**src/rtl/hte_pkg.sv**
```systemverilog
// hte_pkg: types, register map, reset values and limits of the hover thrust estimator
// used by hover_thrust_rls_estimator; depends on nothing
package hte_pkg;

  localparam int unsigned GainW = 24;
  localparam int unsigned CovW  = 32;
  localparam int unsigned DivW  = 50;  // divisor and partial remainder
  localparam int unsigned QuoW  = 42;  // quotient bits of the longest division
  localparam int unsigned MulW  = 64;  // shift-add accumulator
  localparam int unsigned MprW  = 21;  // serial multiplier operand
  localparam int unsigned CntW  = 6;

  localparam logic [GainW-1:0] GAIN_MAX   = 24'hFFFFFF;
  localparam logic [GainW-1:0] GAIN_RESET = 24'd1285760;
  localparam logic [47:0]      GAIN_MIN   = 48'd66;
  localparam logic [CovW-1:0]  P_ONE      = 32'd4096;
  localparam logic [CovW-1:0]  P_LIMIT    = 32'd4096000000;

  localparam logic [15:0] LAMBDA_RESET = 16'd32113;
  localparam logic [14:0] GRAV_RESET   = 15'd10045;
  localparam logic [15:0] IHT_RESET    = 16'd16384;
  localparam logic [15:0] TMIN_RESET   = 16'd6554;
  localparam logic [15:0] TMAX_RESET   = 16'd26214;

  // register indexes, byte address is 4 * index
  localparam logic [2:0] REG_LAMBDA = 3'd0;
  localparam logic [2:0] REG_GRAV   = 3'd1;
  localparam logic [2:0] REG_IHT    = 3'd2;
  localparam logic [2:0] REG_TMIN   = 3'd3;
  localparam logic [2:0] REG_TMAX   = 3'd4;

  localparam logic CMD_SAMPLE  = 1'b0;
  localparam logic CMD_RESTART = 1'b1;

  typedef struct packed {
    logic               command;
    logic        [15:0] throttle_cmd;
    logic signed [15:0] vertical_accel;
  } in_t;

  typedef struct packed {
    logic [15:0]      hover_throttle;
    logic [GainW-1:0] gain_estimate;
    logic             sample_used;
    logic             guard_reset;
  } out_t;

  typedef enum logic [10:0] {
    S_IDLE = 11'b000_0000_0001,
    S_TP   = 11'b000_0000_0010,
    S_TPT  = 11'b000_0000_0100,
    S_PRED = 11'b000_0000_1000,
    S_KDIV = 11'b000_0001_0000,
    S_KRES = 11'b000_0010_0000,
    S_PDIV = 11'b000_0100_0000,
    S_HSET = 11'b000_1000_0000,
    S_HDIV = 11'b001_0000_0000,
    S_IDIV = 11'b010_0000_0000,
    S_DONE = 11'b100_0000_0000
  } state_e;

endpackage

```
**src/rtl/hover_thrust_rls_estimator.sv**
```systemverilog
// hover_thrust_rls_estimator: scalar RLS estimate of throttle-to-acceleration gain
// depends on hte_pkg; one shift-add multiplier and one restoring divider, both bit serial
//
// Usage:
//   Input words (command, throttle, acceleration) arrive on in_valid_i/in_ready_o, one
//   result word (hover throttle, gain, sample_used, guard_reset) leaves on
//   out_valid_o/out_ready_i. The user must write the registers over the APB port
//   only while idle; the block has no check for it. One word is worked on at a
//   time; in_ready_o is high while the sequencer is idle. A sample inside the
//   throttle window runs at most three 16-step multiplies, a 42-step division for
//   K, a 21-step multiply for the correction, a 32-step covariance division, a
//   16-step hover division and the S_HSET and S_DONE states; a restart runs at most
//   a 24-step division plus the hover division, and a sample outside the window only
//   the hover division; a saturated hover throttle skips its 16-step division. Each
//   step is a pass of the shared multiplier or divider, and the sequencer returns to
//   idle before the next accept, so a new word is taken only once the last is done.
//   The result sits in an output register, so the next word is taken while a
//   finished result still waits; a stalled receiver holds the sequencer in its last
//   state only once a second result is ready.
//   Reset loads the register defaults, gain 1285760 (Q8.16) and covariance 1.0,
//   and empties the output register.
module hover_thrust_rls_estimator (
  input  logic             clk_i,
  input  logic             rst_ni,
  input  logic             in_valid_i,
  output logic             in_ready_o,
  input  hte_pkg::in_t     in_data_i,
  output logic             out_valid_o,
  input  logic             out_ready_i,
  output hte_pkg::out_t    out_data_o,
  input  logic             psel,
  input  logic             penable,
  input  logic             pwrite,
  input  logic [4:0]       paddr,
  input  logic [31:0]      pwdata,
  output logic [31:0]      prdata,
  output logic             pready
);

  // configuration
  logic [15:0] lam_q, iht_q, tmin_q, tmax_q;
  logic [14:0] grav_q;
  logic        wr_en;

  // control
  hte_pkg::state_e state_q, state_d;
  logic [hte_pkg::CntW-1:0]  cnt_q, cnt_d;
  logic                      out_valid_q, out_valid_d;
  logic [hte_pkg::GainW-1:0] gain_q, gain_d;
  logic [hte_pkg::CovW-1:0]  cov_q, cov_d;

  // datapath
  logic [15:0]               t_q, t_d;
  logic [15:0]               a_q, a_d;
  logic [47:0]               tp_q, tp_d;
  logic [hte_pkg::DivW-1:0]  d_q, d_d;
  logic [20:0]               res_q, res_d;
  logic [hte_pkg::MulW-1:0]  mc_q, mc_d, acc_q, acc_d, acc_nx;
  logic [hte_pkg::MprW-1:0]  mp_q, mp_d;
  logic [hte_pkg::DivW-1:0]  rem_q, rem_d, dvs_q, dvs_d, rem_nx;
  logic [hte_pkg::QuoW-1:0]  num_q, num_d, quo_q, quo_d, quo_nx;
  logic                      used_q, used_d, guard_q, guard_d;
  logic [15:0]               hov_q, hov_d;
  hte_pkg::out_t             out_q, out_d;

  logic [hte_pkg::DivW:0]    r2, sub;
  logic                      ge, last;
  logic [40:0]               pred_sum;
  logic [20:0]               res_c, resmag_c, resmag_q;
  logic [63:0]               rnd_sum;
  logic [47:0]               g48;
  logic [hte_pkg::CovW-1:0]  pq;
  logic                      in_fire;

  // ---------------- configuration port ----------------
  assign pready = 1'b1;
  assign wr_en  = psel & penable & pwrite;

  always_ff @(posedge clk_i or negedge rst_ni) begin
    if (!rst_ni) begin
      lam_q  <= hte_pkg::LAMBDA_RESET;
      grav_q <= hte_pkg::GRAV_RESET;
      iht_q  <= hte_pkg::IHT_RESET;
      tmin_q <= hte_pkg::TMIN_RESET;
      tmax_q <= hte_pkg::TMAX_RESET;
    end else if (wr_en) begin
      case (paddr[4:2])
        hte_pkg::REG_LAMBDA: lam_q  <= pwdata[15:0];
        hte_pkg::REG_GRAV:   grav_q <= pwdata[14:0];
        hte_pkg::REG_IHT:    iht_q  <= pwdata[15:0];
        hte_pkg::REG_TMIN:   tmin_q <= pwdata[15:0];
        hte_pkg::REG_TMAX:   tmax_q <= pwdata[15:0];
        default: ;
      endcase
    end
  end

  always_comb begin
    case (paddr[4:2])
      hte_pkg::REG_LAMBDA: prdata = {16'b0, lam_q};
      hte_pkg::REG_GRAV:   prdata = {17'b0, grav_q};
      hte_pkg::REG_IHT:    prdata = {16'b0, iht_q};
      hte_pkg::REG_TMIN:   prdata = {16'b0, tmin_q};
      hte_pkg::REG_TMAX:   prdata = {16'b0, tmax_q};
      default:             prdata = 32'b0;
    endcase
  end

  // ---------------- serial units ----------------
  assign acc_nx = acc_q + (mp_q[0] ? mc_q : '0);

  assign r2     = {rem_q, num_q[hte_pkg::QuoW-1]};
  assign sub    = r2 - {1'b0, dvs_q};
  assign ge     = r2 >= {1'b0, dvs_q};
  assign rem_nx = ge ? sub[hte_pkg::DivW-1:0] : r2[hte_pkg::DivW-1:0];
  assign quo_nx = {quo_q[hte_pkg::QuoW-2:0], ge};
  assign last   = cnt_q == hte_pkg::CntW'(1);

  // prediction Q10.10 and residual Q11.10 (signed)
  assign pred_sum = acc_nx[40:0] + 41'h10_0000;
  assign res_c    = {{5{a_q[15]}}, a_q} - {1'b0, pred_sum[40:21]} + {6'b0, grav_q};
  assign resmag_c = res_c[20] ? (21'd0 - res_c) : res_c;
  assign resmag_q = res_q[20] ? (21'd0 - res_q) : res_q;

  // correction K*res rounded half away from zero
  assign rnd_sum = acc_nx + 64'h2_0000;
  assign g48     = res_q[20] ? ({24'b0, gain_q} - {2'b0, rnd_sum[63:18]})
                             : ({24'b0, gain_q} + {2'b0, rnd_sum[63:18]});
  assign pq      = quo_nx[hte_pkg::CovW-1:0];

  assign in_ready_o = state_q == hte_pkg::S_IDLE;
  assign in_fire    = in_valid_i & in_ready_o;

  // ---------------- sequencer ----------------
  always_comb begin
    state_d     = state_q;
    cnt_d       = cnt_q;
    out_valid_d = out_valid_q;
    gain_d      = gain_q;
    cov_d       = cov_q;
    t_d         = t_q;
    a_d         = a_q;
    tp_d        = tp_q;
    d_d         = d_q;
    res_d       = res_q;
    mc_d        = mc_q;
    mp_d        = mp_q;
    acc_d       = acc_q;
    rem_d       = rem_q;
    dvs_d       = dvs_q;
    num_d       = num_q;
    quo_d       = quo_q;
    used_d      = used_q;
    guard_d     = guard_q;
    hov_d       = hov_q;
    out_d       = out_q;

    if (out_valid_q && out_ready_i) begin
      out_valid_d = 1'b0;
    end

    // one step of the multiplier or divider in their states
    if (state_q inside {hte_pkg::S_TP, hte_pkg::S_TPT, hte_pkg::S_PRED, hte_pkg::S_KRES}) begin
      acc_d = acc_nx;
      mc_d  = {mc_q[hte_pkg::MulW-2:0], 1'b0};
      mp_d  = {1'b0, mp_q[hte_pkg::MprW-1:1]};
      cnt_d = cnt_q - hte_pkg::CntW'(1);
    end
    if (state_q inside {hte_pkg::S_KDIV, hte_pkg::S_PDIV, hte_pkg::S_HDIV, hte_pkg::S_IDIV}) begin
      rem_d = rem_nx;
      quo_d = quo_nx;
      num_d = {num_q[hte_pkg::QuoW-2:0], 1'b0};
      cnt_d = cnt_q - hte_pkg::CntW'(1);
    end

    case (state_q)
      hte_pkg::S_IDLE: begin
        if (in_fire) begin
          t_d     = in_data_i.throttle_cmd;
          a_d     = in_data_i.vertical_accel;
          used_d  = 1'b0;
          guard_d = 1'b0;
          if (in_data_i.command == hte_pkg::CMD_RESTART) begin
            cov_d = hte_pkg::P_ONE;
            if ({4'b0, grav_q[14:3]} >= iht_q) begin
              gain_d  = hte_pkg::GAIN_MAX;
              state_d = hte_pkg::S_HSET;
            end else begin
              rem_d   = {38'b0, grav_q[14:3]};
              num_d   = {grav_q[2:0], 39'b0};
              dvs_d   = {34'b0, iht_q};
              quo_d   = '0;
              cnt_d   = hte_pkg::CntW'(24);
              state_d = hte_pkg::S_IDIV;
            end
          end else if (in_data_i.throttle_cmd >= tmin_q &&
                       in_data_i.throttle_cmd <= tmax_q) begin
            used_d  = 1'b1;
            mc_d    = {32'b0, cov_q};
            mp_d    = {5'b0, in_data_i.throttle_cmd};
            acc_d   = '0;
            cnt_d   = hte_pkg::CntW'(16);
            state_d = hte_pkg::S_TP;
          end else begin
            state_d = hte_pkg::S_HSET;
          end
        end
      end
      hte_pkg::S_TP: begin
        if (last) begin
          tp_d    = acc_nx[47:0];
          mc_d    = {16'b0, acc_nx[47:0]};
          mp_d    = {5'b0, t_q};
          acc_d   = '0;
          cnt_d   = hte_pkg::CntW'(16);
          state_d = hte_pkg::S_TPT;
        end
      end
      hte_pkg::S_TPT: begin
        if (last) begin
          // denominator lambda + t*t*P, Q.27
          d_d     = {22'b0, lam_q, 12'b0} + {1'b0, acc_nx[63:15]};
          mc_d    = {40'b0, gain_q};
          mp_d    = {5'b0, t_q};
          acc_d   = '0;
          cnt_d   = hte_pkg::CntW'(16);
          state_d = hte_pkg::S_PRED;
        end
      end
      hte_pkg::S_PRED: begin
        if (last) begin
          res_d = res_c;
          if (d_q == '0) begin
            // zero denominator leaves K at zero
            mc_d    = '0;
            mp_d    = resmag_c;
            acc_d   = '0;
            cnt_d   = hte_pkg::CntW'(21);
            state_d = hte_pkg::S_KRES;
          end else begin
            rem_d   = {20'b0, tp_q[47:18]};
            num_d   = {tp_q[17:0], 24'b0};
            dvs_d   = d_q;
            quo_d   = '0;
            cnt_d   = hte_pkg::CntW'(42);
            state_d = hte_pkg::S_KDIV;
          end
        end
      end
      hte_pkg::S_KDIV: begin
        if (last) begin
          mc_d    = {22'b0, quo_nx};
          mp_d    = resmag_q;
          acc_d   = '0;
          cnt_d   = hte_pkg::CntW'(21);
          state_d = hte_pkg::S_KRES;
        end
      end
      hte_pkg::S_KRES: begin
        if (last) begin
          if (g48[47] || g48 < hte_pkg::GAIN_MIN) begin
            gain_d  = {2'b0, grav_q, 7'b0};
            guard_d = 1'b1;
          end else if (g48 > {24'b0, hte_pkg::GAIN_MAX}) begin
            gain_d = hte_pkg::GAIN_MAX;
          end else begin
            gain_d = g48[hte_pkg::GainW-1:0];
          end
          // quotient P*2^27/D of 2^32 or more certainly trips the guard
          if ({23'b0, cov_q[31:5]} >= d_q) begin
            cov_d   = hte_pkg::P_ONE;
            guard_d = 1'b1;
            state_d = hte_pkg::S_HSET;
          end else begin
            rem_d   = {23'b0, cov_q[31:5]};
            num_d   = {cov_q[4:0], 37'b0};
            dvs_d   = d_q;
            quo_d   = '0;
            cnt_d   = hte_pkg::CntW'(32);
            state_d = hte_pkg::S_PDIV;
          end
        end
      end
      hte_pkg::S_PDIV: begin
        if (last) begin
          if (pq > hte_pkg::P_LIMIT) begin
            cov_d   = hte_pkg::P_ONE;
            guard_d = 1'b1;
          end else begin
            cov_d = pq;
          end
          state_d = hte_pkg::S_HSET;
        end
      end
      hte_pkg::S_HSET: begin
        // hover throttle saturates when the quotient needs more than 16 bits
        if ({4'b0, grav_q, 5'b0} >= gain_q) begin
          hov_d   = 16'hFFFF;
          state_d = hte_pkg::S_DONE;
        end else begin
          rem_d   = {30'b0, grav_q, 5'b0};
          num_d   = '0;
          dvs_d   = {26'b0, gain_q};
          quo_d   = '0;
          cnt_d   = hte_pkg::CntW'(16);
          state_d = hte_pkg::S_HDIV;
        end
      end
      hte_pkg::S_HDIV: begin
        if (last) begin
          hov_d   = quo_nx[15:0];
          state_d = hte_pkg::S_DONE;
        end
      end
      hte_pkg::S_IDIV: begin
        if (last) begin
          gain_d  = quo_nx[hte_pkg::GainW-1:0];
          state_d = hte_pkg::S_HSET;
        end
      end
      hte_pkg::S_DONE: begin
        if (!out_valid_q || out_ready_i) begin
          out_d.hover_throttle = hov_q;
          out_d.gain_estimate  = gain_q;
          out_d.sample_used    = used_q;
          out_d.guard_reset    = guard_q;
          out_valid_d          = 1'b1;
          state_d              = hte_pkg::S_IDLE;
        end
      end
      default: state_d = hte_pkg::S_IDLE;
    endcase
  end

  always_ff @(posedge clk_i or negedge rst_ni) begin
    if (!rst_ni) begin
      state_q     <= hte_pkg::S_IDLE;
      cnt_q       <= '0;
      out_valid_q <= 1'b0;
      gain_q      <= hte_pkg::GAIN_RESET;
      cov_q       <= hte_pkg::P_ONE;
    end else begin
      state_q     <= state_d;
      cnt_q       <= cnt_d;
      out_valid_q <= out_valid_d;
      gain_q      <= gain_d;
      cov_q       <= cov_d;
    end
  end

  always_ff @(posedge clk_i) begin
    t_q     <= t_d;
    a_q     <= a_d;
    tp_q    <= tp_d;
    d_q     <= d_d;
    res_q   <= res_d;
    mc_q    <= mc_d;
    mp_q    <= mp_d;
    acc_q   <= acc_d;
    rem_q   <= rem_d;
    dvs_q   <= dvs_d;
    num_q   <= num_d;
    quo_q   <= quo_d;
    used_q  <= used_d;
    guard_q <= guard_d;
    hov_q   <= hov_d;
    out_q   <= out_d;
  end

  assign out_valid_o = out_valid_q;
  assign out_data_o  = out_q;

`ifndef SYNTHESIS
  a_state_onehot: assert property (@(posedge clk_i) disable iff (!rst_ni)
    $onehot(state_q)) else $error("sequencer state not one-hot");

  a_cov_bound: assert property (@(posedge clk_i) disable iff (!rst_ni)
    cov_q <= hte_pkg::P_LIMIT) else $error("covariance above guard limit");

  a_guard_used: assert property (@(posedge clk_i) disable iff (!rst_ni)
    out_valid_o |-> (!out_data_o.guard_reset || out_data_o.sample_used))
    else $error("guard flagged on a word that did not update");

  a_busy_after_accept: assert property (@(posedge clk_i) disable iff (!rst_ni)
    in_valid_i && in_ready_o |=> !in_ready_o) else $error("ready right after accept");
`endif

endmodule

```
**config.mk**
```make
export PLATFORM = sky130hd
export DESIGN_NAME = hover_thrust_rls_estimator
export DESIGN_NICKNAME = d
export VERILOG_FILES = /design/src/rtl/hte_pkg.sv /design/src/rtl/hover_thrust_rls_estimator.sv
export SDC_FILE = /design/constraint.sdc
export NUM_CORES = 2
export LEC_CHECK = 0
export ABC_CLOCK_PERIOD_IN_PS = 14500
export BUFFER_PORTS_ARGS = -buffer_cell sky130_fd_sc_hd__buf_2
export CAP_MARGIN = 20
export CORE_AREA = 10 10 353 355
export DETAILED_ROUTE_END_ITERATION = 16
export DIE_AREA = 0 0 363 365
export GPL_ROUTABILITY_DRIVEN = 0
export SLEW_MARGIN = 40
export SYNTH_ARGS = -nofsm -noshare
export SYNTH_HDL_FRONTEND = slang
export SYNTH_SLANG_ARGS = --single-unit
```
**constraint.sdc**
```tcl
create_clock -name clk_i -period 14.5 [get_ports clk_i]
set_clock_uncertainty 0.2 [all_clocks]
set_input_delay 2.9 -clock clk_i [delete_from_list [all_inputs] [get_ports clk_i]]
set_output_delay 2.9 -clock clk_i [all_outputs]
set_load 0.01 [all_outputs]
```
==> results by group <==
Status
  – Status: completed

Clocking
  – H-Tree Level Count: 3
  – Worst-path clk slew: 70 ps
  – Worst skew pair latency: 710 ps
  – Cts bufs inserted: 81
  – Root buffer cell: clkbuf_16
  – Max Buffers Root-to-Sink: 3
  – Post-CTS Setup Inserts: 0
  – Clock sink count: 696
  – Resize count post-CTS: 0
  – Hold Buf Count CTS: 0
  – CTS tree: yes

Placement
  – Number of instances in the placed design: 6810
  – Area after DPL: 48900 sq um
  – Buffers on Ports: 118
  – Post-Place Setup Slack: 3370 ps
  – HPWL Detailed: 130000 um

Timing
  – Slew headroom: 38.7%
  – Achievable Freq: 88.4 MHz
  – Endpoints failing hold: 0
  – Hold slack: 207 ps
  – Max Transition Viols Final: 0
  – Tcrit/Tclk final: 78.0%
  – RSZ-0062 raised after global routing: false
  – Post-layout min period: 11310 ps
  – Final setup viols: 0
  – Actual slew at the worst max-slew pin: 917 ps
  – Final worst slack: 3190 ps
  – TNS Setup: 0 ps

Global routing
  – First-pass GRT wire length: 257000 um
  – Initial antenna violation count: 10
  – Global routing's busiest layer: met2
  – Total GRT Usage: 25.4%
  – Grt met1 use: 32.5%
  – Met3 usage in global routing: 5.59%
  – Gr ovfl total: 0
  – Vias in the first global route: 39685
  – Met2 Usage GRT: 39.2%
  – Largest net degree at the start of global routing: 92

Worst setup path
  – Crit-path leading delay family: compound AO/OA/AOI/OAI gates
  – Critical Path Source Type: flip-flop
  – CP max stage cell: nor3_1
  – Max Fanout on Critical Path: 65
  – CP startpoint: mp_q[0]$_DFF_P_
  – Critical Path Max Stage Delay: 550 ps
  – Worst Path Arrival: 11540 ps
  – Crit Path Class: flip-flop to flip-flop
  – Buffer and inverter count on the worst path: 3
  – Critical Path RT: 14730 ps
  – R2R Path Start: mp_q[0]$_DFF_P_
  – CP Capture Type: flip-flop

Route
  – DRC: 0
  – DRT Wirelength: 174000 um
  – Routed Antenna Nets: 0
  – TritonRoute pass-1 iters: 9
  – Total vias in the final route: 42201
  – Drt via density: 6.06
  – Initial DRC Count: 5032
  – WL/cell: 25.0 um

Finish
  – Nets@finish: 5750
  – Most common cell after layout, fill and taps aside: nand2_1
  – Layout cells sized above 1: 11.1%
  – Util after Layout: 44.0%
  – Most frequent cells in the layout: 667 x nand2_1, 499 x a21oi_1, 400 x nor2_1
  – Syn-to-layout area delta: 11.1%
  – Finished layout cell area: 51700 sq um
  – Fin cells: 6969

Synthesis
  – Mapped Area: 46500 sq um
  – Register area share after synthesis: 37.3%
  – EDFF count, synth: 261
  – Syn. warnings: 0
  – Main synth FF type: dfxtp_1
  – Syn Area/Cell: 8.75 sq um
  – Yosys reg bits: 696
  – Async SR Flop Fraction: 22.0%
  – Top cell type's share of synthesized area: 16.8%
  – Synth area leader: edfxtp_1
  – Synth top area cells: edfxtp_1 17%, dfxtp_1 12%, ha_1 8.0%, dfrtp_1 5.8%, a21oi_1 5.4%
  – Post-synthesis cell count: 5320
  – Post-synthesis cell type count: 126

Die
  – Core area: 117000 sq um
  – Die width: 363 um
  – Die Y: 365 um
  – Site row count: 126
  – Die ar.: 132000 sq um
  – Starting density of the core: 39.6%
  – Io pins: 154

Worst hold path
  – Worst Hold Launch: tp_q[10]$_DFFE_PP_
  – Hold WC Path Type: flip-flop to flip-flop

Power and ir drop
  – Peak VDD IR: 0.122 mV
  – Power density cells: 167 nW/um^2
  – Leakage: 21.1 nW
  – Total power: 8.65 mW

Run
  – MaxCap Viol Count: 0
==> cells in the mapped netlist (all sizes together) (90+ instances only) <==
| cell type | instances |
|---|---|
| edfxtp | 261 |
| dfxtp | 282 |
| a21oi | 506 |
| and2 | 118 |
| ha | 296 |
| nor3 | 111 |
| xor2 | 90 |
| dfrtp | 107 |
| nand2 | 669 |
| a21o | 130 |
| xnor2 | 176 |
| inv | 285 |
| clkbuf | 207 |
| nor2 | 411 |
| o21ai | 298 |
==> sequential cells by signal (all words and copies together) (netlist names), 21 cells and up <==
name / count
rem_q: 50
mc_q: 64
tp_q: 48
dvs_q: 50
acc_q: 64
out_data_o: 42
num_q: 42
res_q: 21
quo_q: 41
d_q: 50
mp_q: 21
gain_q: 24
cov_q: 32
==> final cells by class <==
| cell class | instances | area [sq um] |
|---|---|---|
| multi-input combinational | 4079 | 27200 |
| timing repair buffer | 209 | 1340 |
| clock inverter | 38 | 422 |
| inverter | 290 | 1090 |
| clock buffer | 113 | 2320 |
| fill | 11376 | 65800 |
| sequential | 696 | 17400 |
| antenna | 8 | 20.0 |
| tap | 1536 | 1920 |
==> per-layer routing <==
layer / routed length, um / vias to the layer above
met5: 22 / -
met4: 11300 / 4
met3: 17500 / 490
met2: 75200 / 2160
met1: 70300 / 20188
li1: - / 19359
==> cells by family (layout without fill, tap and decap cells) <==
family | after synthesis | after routing | share of synthesized area [%]
other cells | 2 | 25 | 0.0161
simple gates | 1776 | 1776 | 18.3
compound gates | 1564 | 1564 | 22.3
xor+xnor | 266 | 266 | 5.16
buf+inv | 560 | 650 | 4.91
mux | 140 | 140 | 3.17
fa+ha+maj | 316 | 316 | 8.82
flops | 696 | 696 | 37.3
==> worst min-delay path: cells and delay by family (launching register included) <==
kind,cells,cell delay (ps)
AOI/OAI and AO/OA,1,50
and+or+nand+nor,1,40
DFF,1,320
==> final timing paths <==
path | endpoint | slack, ps | cells after the start
max | guard_q$_DFFE_PP_ | 3190 | 35
min in group asynchronous | out_valid_o$_DFF_PN0_ | 2060 | 1
min | num_q[34]$_DFF_P_ | 210 | 2
max reg2reg | guard_q$_DFFE_PP_ | 3190 | 35
min reg2reg | num_q[34]$_DFF_P_ | 210 | 2
max in group asynchronous | iht_q[7]$_DFFE_PN0P_ | 10920 | 2
==> power by group <==
group          internal [mW]  total [mW]  switching, mW
combinational           1.25        3.73           2.48
sequential              2.42        2.79          0.373
clock                   1.22        2.13          0.905
total                   4.89        8.65           3.76
Power figures use the tool's default switching activity.
